File: config.mk
export PLATFORM = sky130hd
export DESIGN_NAME = dual_delimiter_stuffing_decoder
export DESIGN_NICKNAME = d
export VERILOG_FILES = /design/src/rtl/ddsd_pkg.sv /design/src/rtl/dual_delimiter_stuffing_decoder.sv /design/src/rtl/ddsd_cfg_regs.sv /design/src/rtl/ddsd_frame_dec.sv
export VERILOG_INCLUDE_DIRS = /design/src /design/src/rtl
export SDC_FILE = /design/constraint.sdc
export NUM_CORES = 1
export LEC_CHECK = 0
export BUFFER_PORTS_ARGS = -buffer_cell sky130_fd_sc_hd__buf_4
export CORE_ASPECT_RATIO = 1.2
export CORE_MARGIN = 4
export CORE_UTILIZATION = 60
export CTS_BUF_LIST = sky130_fd_sc_hd__clkbuf_4 sky130_fd_sc_hd__clkbuf_8
export DETAILED_ROUTE_END_ITERATION = 10
export PLACE_DENSITY = 0.86
export SYNTH_ARGS = -nofsm -noshare
export SYNTH_HDL_FRONTEND = slang
export SYNTH_SLANG_ARGS = --single-unit
File: constraint.sdc
create_clock -name clk -period 7.2 [get_ports clk]
set_clock_uncertainty 0.2 [all_clocks]
set_input_delay 0.36 -clock clk [delete_from_list [all_inputs] [get_ports clk]]
set_output_delay 0.36 -clock clk [all_outputs]
set_load 0.01 [all_outputs]
File: src/rtl/dual_delimiter_stuffing_decoder_assert.svh
// Assertion macros for the dual delimiter stuffing decoder.
`ifndef DUAL_DELIMITER_STUFFING_DECODER_ASSERT_SVH
`define DUAL_DELIMITER_STUFFING_DECODER_ASSERT_SVH

// The condition must hold at every clock edge outside reset.
`define DDSD_ASSERT_NOW(label, clk, rst_n, cond) \
    label: assert property (@(posedge clk) disable iff (!rst_n) (cond)) \
        else $error("ddsd assertion failed");

// When the trigger holds, the consequence must hold in the next cycle.
`define DDSD_ASSERT_NEXT(label, clk, rst_n, trig, cons) \
    label: assert property (@(posedge clk) disable iff (!rst_n) (trig) |=> (cons)) \
        else $error("ddsd assertion failed");

`endif

File: src/rtl/ddsd_pkg.sv
// Shared types and constants for the dual delimiter stuffing decoder.
package ddsd_pkg;

    localparam int unsigned MAX_FRAME_LEN_DEF = 255;
    localparam int unsigned BYTE_W            = 8;
    localparam int unsigned POS_W             = 9;
    localparam int unsigned PTR_W             = 10;
    localparam int unsigned CFG_IDX_W         = 2;
    localparam int unsigned CFG_DATA_W        = 8;
    localparam logic [POS_W-1:0] POS_MAX      = 9'd511;
    localparam logic [PTR_W-1:0] OVERHEAD_LEN = 10'd4;

    localparam logic [CFG_IDX_W-1:0] REG_SOF = 2'd0;
    localparam logic [CFG_IDX_W-1:0] REG_EOF = 2'd1;

    localparam logic [BYTE_W-1:0] SOF_RESET = 8'd0;
    localparam logic [BYTE_W-1:0] EOF_RESET = 8'd255;

    typedef enum logic [2:0] {
        ST_OK        = 3'd0,
        ST_TOO_LONG  = 3'd1,
        ST_TOO_SHORT = 3'd2,
        ST_BAD_START = 3'd3,
        ST_BAD_END   = 3'd4,
        ST_CHAIN     = 3'd5
    } status_t;

    typedef struct packed {
        logic [BYTE_W-1:0] sof_char;
        logic [BYTE_W-1:0] eof_char;
    } cfg_t;

    typedef struct packed {
        logic              valid;
        logic [BYTE_W-1:0] dec_byte;
        logic              is_status;
        status_t           status;
        logic [BYTE_W-1:0] payload_len;
    } result_t;

endpackage

File: src/rtl/dual_delimiter_stuffing_decoder.sv
// Top level of the dual delimiter stuffing decoder.
//
// Input channel: in_valid / in_stall carry one encoded frame byte (enc_byte)
// and frame_end, which marks the last byte of a frame. A transaction takes
// place at a clock edge with in_valid high and in_stall low.
// Output channel: out_valid / out_stall carry one result. Payload bytes come
// out as data results (is_status low); the last byte of a frame gives one
// status result with status and payload_len. Header bytes give no result.
// Configuration: cfg_valid / cfg_ready write sof_char (index 0) or eof_char
// (index 1); cfg_ready is always high. Write only while the block is idle.
// An input transaction loads the input register, and its decode loads the result
// register, which drives out_valid, once the result register is free.
// One byte is accepted per cycle while the receiver does not stall; the
// position and chain pointers update on each decoded byte.
// Reset clears the frame state, sets sof_char to 0 and eof_char to 255.
// When the receiver stalls, the result register holds and in_stall rises
// as soon as the input register is full.
`include "dual_delimiter_stuffing_decoder_assert.svh"

module dual_delimiter_stuffing_decoder
#(
    parameter int unsigned MAX_FRAME_LEN = ddsd_pkg::MAX_FRAME_LEN_DEF
)
(
    input  logic                              clk,
    input  logic                              rst_n,
    input  logic                              in_valid,
    output logic                              in_stall,
    input  logic [ddsd_pkg::BYTE_W-1:0]       enc_byte,
    input  logic                              frame_end,
    output logic                              out_valid,
    input  logic                              out_stall,
    output logic [ddsd_pkg::BYTE_W-1:0]       dec_byte,
    output logic                              is_status,
    output logic [2:0]                        status,
    output logic [ddsd_pkg::BYTE_W-1:0]       payload_len,
    input  logic                              cfg_valid,
    output logic                              cfg_ready,
    input  logic [ddsd_pkg::CFG_IDX_W-1:0]    cfg_index,
    input  logic [ddsd_pkg::CFG_DATA_W-1:0]   cfg_data
);

    ddsd_pkg::cfg_t    cfg;
    ddsd_pkg::result_t res;

    logic                        s1_valid_reg, s1_valid_next;
    logic [ddsd_pkg::BYTE_W-1:0] s1_byte_reg;
    logic                        s1_last_reg;
    logic                        out_valid_reg;
    logic [ddsd_pkg::BYTE_W-1:0] dec_byte_reg;
    logic                        is_status_reg;
    ddsd_pkg::status_t           status_reg;
    logic [ddsd_pkg::BYTE_W-1:0] payload_len_reg;

    logic in_accept;
    logic s2_free;
    logic fire;

    assign s2_free   = !out_valid_reg || !out_stall;
    assign fire      = s1_valid_reg && s2_free;
    assign in_stall  = s1_valid_reg && !s2_free;
    assign in_accept = in_valid && !in_stall;

    always_comb
    begin
        if (in_accept)
            s1_valid_next = 1'b1;
        else if (fire)
            s1_valid_next = 1'b0;
        else
            s1_valid_next = s1_valid_reg;
    end

    ddsd_cfg_regs u_cfg
    (
        .clk       (clk),
        .rst_n     (rst_n),
        .cfg_valid (cfg_valid),
        .cfg_ready (cfg_ready),
        .cfg_index (cfg_index),
        .cfg_data  (cfg_data),
        .cfg       (cfg)
    );

    ddsd_frame_dec #(
        .MAX_FRAME_LEN (MAX_FRAME_LEN)
    ) u_dec
    (
        .clk       (clk),
        .rst_n     (rst_n),
        .fire      (fire),
        .enc_byte  (s1_byte_reg),
        .frame_end (s1_last_reg),
        .cfg       (cfg),
        .res       (res)
    );

    always_ff @(posedge clk or negedge rst_n)
    begin
        if (!rst_n)
            s1_valid_reg <= 1'b0;
        else
            s1_valid_reg <= s1_valid_next;
    end

    always_ff @(posedge clk)
    begin
        if (in_accept)
        begin
            s1_byte_reg <= enc_byte;
            s1_last_reg <= frame_end;
        end
    end

    always_ff @(posedge clk or negedge rst_n)
    begin
        if (!rst_n)
            out_valid_reg <= 1'b0;
        else if (fire)
            out_valid_reg <= res.valid;
        else if (!out_stall)
            out_valid_reg <= 1'b0;
    end

    always_ff @(posedge clk)
    begin
        if (fire)
        begin
            dec_byte_reg    <= res.dec_byte;
            is_status_reg   <= res.is_status;
            status_reg      <= res.status;
            payload_len_reg <= res.payload_len;
        end
    end

    assign out_valid   = out_valid_reg;
    assign dec_byte    = dec_byte_reg;
    assign is_status   = is_status_reg;
    assign status      = status_reg;
    assign payload_len = payload_len_reg;

    `DDSD_ASSERT_NEXT(a_accept_fills_s1, clk, rst_n, in_accept, s1_valid_reg)
    `DDSD_ASSERT_NOW(a_stall_only_when_full, clk, rst_n, !in_stall || s1_valid_reg)
    `DDSD_ASSERT_NOW(a_len_only_on_ok, clk, rst_n,
        !out_valid_reg || payload_len_reg == '0 || (is_status_reg && status_reg == ddsd_pkg::ST_OK))
    `DDSD_ASSERT_NOW(a_data_has_no_status, clk, rst_n,
        !out_valid_reg || is_status_reg || status_reg == ddsd_pkg::ST_OK)

endmodule

File: src/rtl/ddsd_cfg_regs.sv
// Configuration registers holding the two reserved delimiter values.
module ddsd_cfg_regs
(
    input  logic                               clk,
    input  logic                               rst_n,
    input  logic                               cfg_valid,
    output logic                               cfg_ready,
    input  logic [ddsd_pkg::CFG_IDX_W-1:0]     cfg_index,
    input  logic [ddsd_pkg::CFG_DATA_W-1:0]    cfg_data,
    output ddsd_pkg::cfg_t                     cfg
);

    logic [ddsd_pkg::BYTE_W-1:0] sof_reg;
    logic [ddsd_pkg::BYTE_W-1:0] eof_reg;

    assign cfg_ready = 1'b1;

    always_ff @(posedge clk or negedge rst_n)
    begin
        if (!rst_n)
        begin
            sof_reg <= ddsd_pkg::SOF_RESET;
            eof_reg <= ddsd_pkg::EOF_RESET;
        end
        else if (cfg_valid && cfg_ready)
        begin
            case (cfg_index)
                ddsd_pkg::REG_SOF: sof_reg <= cfg_data;
                ddsd_pkg::REG_EOF: eof_reg <= cfg_data;
                default: ;
            endcase
        end
    end

    assign cfg.sof_char = sof_reg;
    assign cfg.eof_char = eof_reg;

endmodule

File: src/rtl/ddsd_frame_dec.sv
// Frame position and chain pointer tracking with per-byte decode.
module ddsd_frame_dec
#(
    parameter int unsigned MAX_FRAME_LEN = ddsd_pkg::MAX_FRAME_LEN_DEF
)
(
    input  logic                          clk,
    input  logic                          rst_n,
    input  logic                          fire,
    input  logic [ddsd_pkg::BYTE_W-1:0]   enc_byte,
    input  logic                          frame_end,
    input  ddsd_pkg::cfg_t                cfg,
    output ddsd_pkg::result_t             res
);

    localparam logic [ddsd_pkg::PTR_W-1:0] MAX_LEN = MAX_FRAME_LEN[ddsd_pkg::PTR_W-1:0];

    logic [ddsd_pkg::POS_W-1:0] pos_reg, pos_next;
    logic [ddsd_pkg::PTR_W-1:0] start_ptr_reg, start_ptr_next;
    logic [ddsd_pkg::PTR_W-1:0] end_ptr_reg, end_ptr_next;
    logic                       first_bad_reg, first_bad_next;

    logic [ddsd_pkg::PTR_W-1:0] pos_ext;
    logic [ddsd_pkg::PTR_W-1:0] size;
    logic [ddsd_pkg::PTR_W-1:0] byte_ext;
    logic [ddsd_pkg::PTR_W-1:0] len_full;
    logic                       hit_start;
    logic                       hit_end;
    ddsd_pkg::status_t          st;

    assign pos_ext   = {1'b0, pos_reg};
    assign size      = pos_ext + 10'd1;
    assign byte_ext  = {2'b00, enc_byte};
    assign len_full  = size - ddsd_pkg::OVERHEAD_LEN;
    assign hit_start = (start_ptr_reg == pos_ext);
    assign hit_end   = (end_ptr_reg == pos_ext);

    always_comb
    begin
        if (size > MAX_LEN)
            st = ddsd_pkg::ST_TOO_LONG;
        else if (size < ddsd_pkg::OVERHEAD_LEN)
            st = ddsd_pkg::ST_TOO_SHORT;
        else if (first_bad_reg)
            st = ddsd_pkg::ST_BAD_START;
        else if (enc_byte != cfg.eof_char)
            st = ddsd_pkg::ST_BAD_END;
        else if (!hit_start || !hit_end)
            st = ddsd_pkg::ST_CHAIN;
        else
            st = ddsd_pkg::ST_OK;
    end

    always_comb
    begin
        pos_next       = pos_reg;
        start_ptr_next = start_ptr_reg;
        end_ptr_next   = end_ptr_reg;
        first_bad_next = first_bad_reg;
        res            = '0;

        if (frame_end)
        begin
            pos_next        = '0;
            start_ptr_next  = '0;
            end_ptr_next    = '0;
            first_bad_next  = 1'b0;
            res.valid       = 1'b1;
            res.is_status   = 1'b1;
            res.status      = st;
            res.payload_len = (st == ddsd_pkg::ST_OK) ? len_full[ddsd_pkg::BYTE_W-1:0] : '0;
        end
        else
        begin
            if (pos_reg < ddsd_pkg::POS_MAX)
                pos_next = pos_reg + 9'd1;
            case (pos_reg)
                9'd0: first_bad_next = (enc_byte != cfg.sof_char);
                9'd1: start_ptr_next = byte_ext + 10'd1;
                9'd2: end_ptr_next = byte_ext + 10'd2;
                default:
                begin
                    // The end delimiter wins when both chains land on this byte.
                    res.valid    = 1'b1;
                    res.dec_byte = enc_byte;
                    if (hit_start)
                    begin
                        start_ptr_next = start_ptr_reg + byte_ext;
                        res.dec_byte   = cfg.sof_char;
                    end
                    if (hit_end)
                    begin
                        end_ptr_next = end_ptr_reg + byte_ext;
                        res.dec_byte = cfg.eof_char;
                    end
                end
            endcase
        end
    end

    always_ff @(posedge clk or negedge rst_n)
    begin
        if (!rst_n)
        begin
            pos_reg       <= '0;
            start_ptr_reg <= '0;
            end_ptr_reg   <= '0;
            first_bad_reg <= 1'b0;
        end
        else if (fire)
        begin
            pos_reg       <= pos_next;
            start_ptr_reg <= start_ptr_next;
            end_ptr_reg   <= end_ptr_next;
            first_bad_reg <= first_bad_next;
        end
    end

endmodule
# Word level (Yosys, flattened, before mapping)

Cells that the tools add are included.

Output and inout port bits: 23
Input bits: 24
Register bits: 77

Add/sub/neg operators: 7
Multiplexer cells: 25
Eq/ne operators: 10
Reductions and logical operators: 30
$lt $le $gt $ge: 3

Operator list:

| operator                                                                         | count |
|---|---|
| 10-bit two-way mux                                                               | 4 |
| 10-bit one-hot mux with 2 select lines                                           | 2 |
| 9-bit two-way mux                                                                | 3 |
| 8-bit two-way mux                                                                | 3 |
| 10-bit by 8-bit adder with 10-bit output                                         | 2 |
| 10-bit by 9-bit equality test with 1-bit output                                  | 2 |
| 8-bit != test                                                                    | 2 |
| 3-bit two-way mux                                                                | 5 |
| 12-bit two-way mux                                                               | 1 |
| 9-bit by 1-bit adder with 10-bit output, second input constant                   | 1 |
| 10-bit by 8-bit greater-than comparator with 1-bit output, second input constant | 1 |
| 10-bit by 3-bit less-than comparator with 1-bit output, second input constant    | 1 |
| 2-bit AND reduction                                                              | 5 |
| 8-bit by 1-bit adder with 9-bit output, second input constant                    | 1 |
| 8-bit by 2-bit adder with 9-bit output, second input constant                    | 1 |
| 9-bit by 1-bit adder with 9-bit output, second input constant                    | 1 |
| 9-bit by 1-bit equality test with 1-bit output, second input constant            | 1 |
| 9-bit by 2-bit equality test with 1-bit output, second input constant            | 1 |
| 9-bit zero test                                                                  | 1 |
| 9-bit less-than comparator, second input constant                                | 1 |
| 8-bit by 3-bit subtractor with 8-bit output, second input constant               | 1 |
| 1-bit two-way mux                                                                | 7 |
| 1-bit zero test                                                                  | 6 |
| 2-bit by 1-bit != test with 1-bit output, second input constant                  | 3 |
| 11 further kinds                                                                 | 19 |

# Logic depth before layout (Yosys ltp)

Depth after elaboration: 11
Mapped depth: 9
Mapped depth without buffers: 9

# By module

From an unflattened synthesis, not the netlist that was laid out.

Cells, all modules: 499
Area, all modules: 5013.6 um^2

By module, submodules not included:

| module                          | area each (um^2) | instances | cells an instance | sequential area each (um^2) |
|---|---|---|---|---|
| ddsd_frame_dec                  | 3417.0           | 1         | 426               | 750.7 |
| dual_delimiter_stuffing_decoder | 964.7            | 1         | 37                | 920.9 |
| ddsd_cfg_regs                   | 631.9            | 1         | 36                | 410.4 |

# Worst setup path before layout

No wires, ideal clock.

Kind: register -> register
Start: reg u_dec.pos_reg[2] (netlist name)
End: reg payload_len_reg, in the netlist payload_len[4], data pin
Library setup time: 0.136 ns
Path slack: 4.606 ns
Data arrival time: 2.258 ns
Buffers on the path: 2
Stages on the path, launching flop included: 9
Path through: dfrtp_1 > buf_4 > xnor2_1 > nand4_1 > or4_4 > nor4_2 > or4b_1 > buf_6 > nor2_2

Cells in the longest elaborated chain, start to end: 10

Ends and longest elaborated chain:

| item                                                                             | RTL line                               | text |
|---|---|---|
| from (decl)                                                                      | ddsd_frame_dec.sv:18                   | `logic [ddsd_pkg::POS_W-1:0] pos_reg, pos_next;` |
| from (signal assigned)                                                           | ddsd_frame_dec.sv:112                  | `pos_reg <= pos_next;` |
| branches (longest 10 deep; another with 9-bit by 1-bit adder with 10-bit output) | --                                     |  |
| to (signal assigned)                                                             | dual_delimiter_stuffing_decoder.sv:132 | `payload_len_reg <= res.payload_len;` |
| to (decl)                                                                        | dual_delimiter_stuffing_decoder.sv:53  | `logic [ddsd_pkg::BYTE_W-1:0] payload_len_reg;` |

Several ways; the timed one is not identified.
A chain may end at the register's enable or synchronous reset.

# Final worst setup path

Start: reg u_dec.pos_reg[6] (netlist name)
End: reg payload_len_reg, in the netlist payload_len[7], data pin

The elaborated chain is that of the path after synthesis.

==> metrics.csv <==
stage;metric;value;unit
outcome;status;complete, no violations;
timing;post-route clock period utilization;0.4582;
floorplan;Initial Utilization;0.6173;
clock_network;Num CTS Buffers;9;
worst_hold_path;worst hold path type;in -> reg;
clock_network;worst-skew pair later-pin latency;370;ps
global_route;vias in the first global route;3965;
global_route;first-pass GRT wire length;19380;um
routing;drt first pass iters;5;
timing;setup violators final;0;
worst_setup_path;crit path DAT;3330;ps
worst_setup_path;CP Capture Type;flop;
worst_setup_path;required time at the worst-slack endpoint;7230;ps
logic_synthesis;Mapped Area;5005;um^2
pwr;static leakage;2.392;nW
logic_synthesis;synthesized instance count;498;
routing;antenna viol nets, final;0;
clock_network;clock-pin slew on the worst setup and hold paths;80;ps
routing;WL/cell;18.66;um
floorplan;Die Width;91.38;um
cells_and_area;Final Core Density;0.6943;
clock_network;Longest Clk Path Bufs;2;
routing;via count;4018;
job;Max Cap Violations;0;
logic_synthesis;flip-flop and latch count after synthesis;77;
timing;final worst slack;3901;ps
worst_setup_path;critical path class;reg -> reg;
routing;DR vias/cell;6.298;
logic_synthesis;ys flop type;dfrtp_1;
pwr;Max VDD drop;0.0001727;V
timing;Slew Limit Fails;0;
clock_network;TritonCTS clock tree;done;
cells_and_area;Antenna diodes;0;
floorplan;site row count;36;
logic_synthesis;part of the Yosys area used for sequential elements;0.4160;
place;pre-CTS setup slack;3948;ps
place;Port Buffers;45;
worst_setup_path;crit-path leading delay family;simple AND/OR/NAND/NOR gates;
clock_network;clock net sink count;77;
worst_setup_path;Slowest cell on crit path;or4_1;
floorplan;Die Y-Extent;108.1;um
logic_synthesis;Post-Syn Nets;548;
clock_network;Root Buffer;clkbuf_8;
timing;slew at the pin closest to its max-slew limit;1077;ps
global_route;gr ovfl total;0;
place;routability-driven placement congestion ratio;0.9518;
logic_synthesis;synth unique cells;55;
worst_setup_path;Cell Chain, Critical Path;xnor2_1 -> nand4_1 -> or4_1 -> nor4_2 -> or4b_1 -> nor2_2;
floorplan;area of the core;8108;um^2
worst_setup_path;Crit path largest cell delay;830;ps
timing;final hold violations;0;
timing;RSZ-0062 raised after global routing;no;
floorplan;IO Count;47;
global_route;all-layer global routing usage;0.2512;
timing;Fmax;0.3031;GHz
timing;TNS Setup;0;ps
routing;DRC;0;
global_route;initial antenna violation count;0;
global_route;largest net degree at the start of global routing;49;
cells_and_area;share of layout cells above drive strength 1;0.1842;
cells_and_area;Final nets;588;
place;DP HPWL;8531;um
cells_and_area;Fill cells;593;
logic_synthesis;mean post-synth cell area;10.05;um^2
logic_synthesis;Synth warnings;0;
worst_setup_path;Critical Path Source Type;flop;
clock_network;H-tree depth;3;
routing;1st-iter DRT viols;348;
place;placed cells;611;
cells_and_area;Finished Layout Cells;638;
timing;slew margin rel.;0.2802;
worst_setup_path;CP max FO;14;
pwr;Pwr Density;336.6;nW/um^2
cells_and_area;Syn-to-layout area delta;12.48;%
logic_synthesis;EDFF count, synth;29;
worst_setup_path;Buffers & Inverters on Critical Path;0;
floorplan;Die Footprint;9873;um^2
logic_synthesis;ys async rst share;0.6234;
routing;Routed WL;11910;um
timing;minimum clock period;3299;ps
layout by cell type, fill, tap and decap left out, drive strengths merged, types with 9 or more instances in the layout:
| cell | count |
|---|---|
| nor2 | 44 |
| ha | 24 |
| xnor2 | 46 |
| edfxtp | 29 |
| a211oi | 14 |
| o31ai | 12 |
| clkbuf | 9 |
| dfrtp | 40 |
| nand3 | 12 |
| inv | 17 |
| nand2 | 34 |
| a21oi | 17 |
| o21ai | 28 |
| mux2i | 13 |
| mux2 | 16 |
| dlygate4sd3 | 11 |
| xor2 | 17 |
| nor3 | 9 |
| nand4 | 12 |
| buf | 47 |
logic make-up (layout without fill, tap and decap cells):
family,count (synthesis),after routing,share of synthesized area
AOI/OAI and AO/OA,113,113,0.1508
xor gates and xnor gates,63,63,0.1132
adders and majority gates,26,26,0.06800
buffers and inverters,44,89,0.04200
DFF,77,77,0.4160
muxes,29,29,0.06200
other,1,1,0.0007493
and+or+nand+nor,145,145,0.1473
cells in the mapped netlist (3+ instances only):
library cell	number	area, um^2
nand2b_1	4	25.02
xor2_1	17	148.9
buf_6	4	45.04
and3_1	6	37.54
or3_1	6	37.54
nand4_1	12	75.07
a21oi_1	17	85.08
inv_1	15	56.30
a22o_1	8	70.07
o21a_1	6	45.04
nor3_1	9	45.04
nor3b_1	3	22.52
o22a_1	3	26.28
o21bai_1	4	30.03
mux2i_1	13	130.1
o21ai_0	27	135.1
a211oi_1	14	105.1
or4_1	3	22.52
edfxtp_1	29	870.8
a21o_1	6	45.04
o41ai_1	3	26.28
nor2_2	8	50.05
ha_1	24	300.3
buf_2	6	30.03
nand2_1	34	127.6
o31ai_1	12	90.09
and2_1	3	18.77
clkbuf_1	15	56.30
nor2_1	36	135.1
a31oi_1	4	25.02
dfstp_2	8	210.2
mux2_2	16	180.2
dfrtp_1	40	1001
xnor2_1	44	385.4
nand3_1	12	60.06
worst paths after layout:
kind	from	endpoint	slack, ps	depth (start not counted)
max	u_dec.pos_reg[6]	payload_len[7]	3900	6
min	cfg_data[5]	u_cfg.sof_reg[5]	30	2
min in group asynchronous	rst_n	u_dec.pos_reg[5]	340	2
max in group asynchronous	rst_n	u_cfg.sof_reg[4]	6020	2
max reg2reg	u_dec.pos_reg[6]	payload_len[7]	3900	6
min reg2reg	u_dec.start_ptr_reg[9]	u_dec.start_ptr_reg[9]	290	1
report_power, final:
| group | leakage (nW) | internal, mW | switching [mW] |
|---|---|---|---|
| logic | 1.39 | 0.382 | 0.489 |
| registers | 0.899 | 0.574 | 0.118 |
| clock network | 0.0993 | 0.161 | 0.172 |
| total | 2.39 | 1.12 | 0.778 |
final cells by class:
class | count | area, um^2 | area share
Multi-Input combinational cell | 377 | 2713 | 0.4819
Sequential cell | 77 | 2082 | 0.3699
Timing Repair Buffer | 58 | 462.9 | 0.08224
Clock buffer | 9 | 123.9 | 0.02200
Tap cell | 95 | 118.9 | 0.02112
Clock inverter | 7 | 72.57 | 0.01289
Inverter | 15 | 56.30 | 0.01000
per-layer routing:
layer | wire length, um | share of wire | vias to the layer above | GRT usage
met3 | 634 | 0.053 | 29 | 0.04802
met1 | 4878 | 0.41 | 1976 | 0.3101
met4 | 411 | 0.035 | 0 | 0.1272
met2 | 5982 | 0.50 | 129 | 0.4224
li1 | - | - | 1884 | -
met5 | 0 | 0 | - | 0
per-stage QoR:
step                      cell area, um^2  hold slack, ps  power (mW)
after floorplan                      5005          -135.6       1.322
after global placement               5323           215.9       1.506
after detailed placement             5323           220.7       1.545
after CTS                            5629           11.18       1.889
after global routing                 5629           14.78       2.018
final                                5629           26.03       1.895
what timing repair did:
item	4_1_cts	5_1_grt
hold endpoints to repair	50	0
hold buffers	11	0
setup buffers	0	0
resized for setup	0	0
No activity file was read; power rests on OpenSTA's default activity.
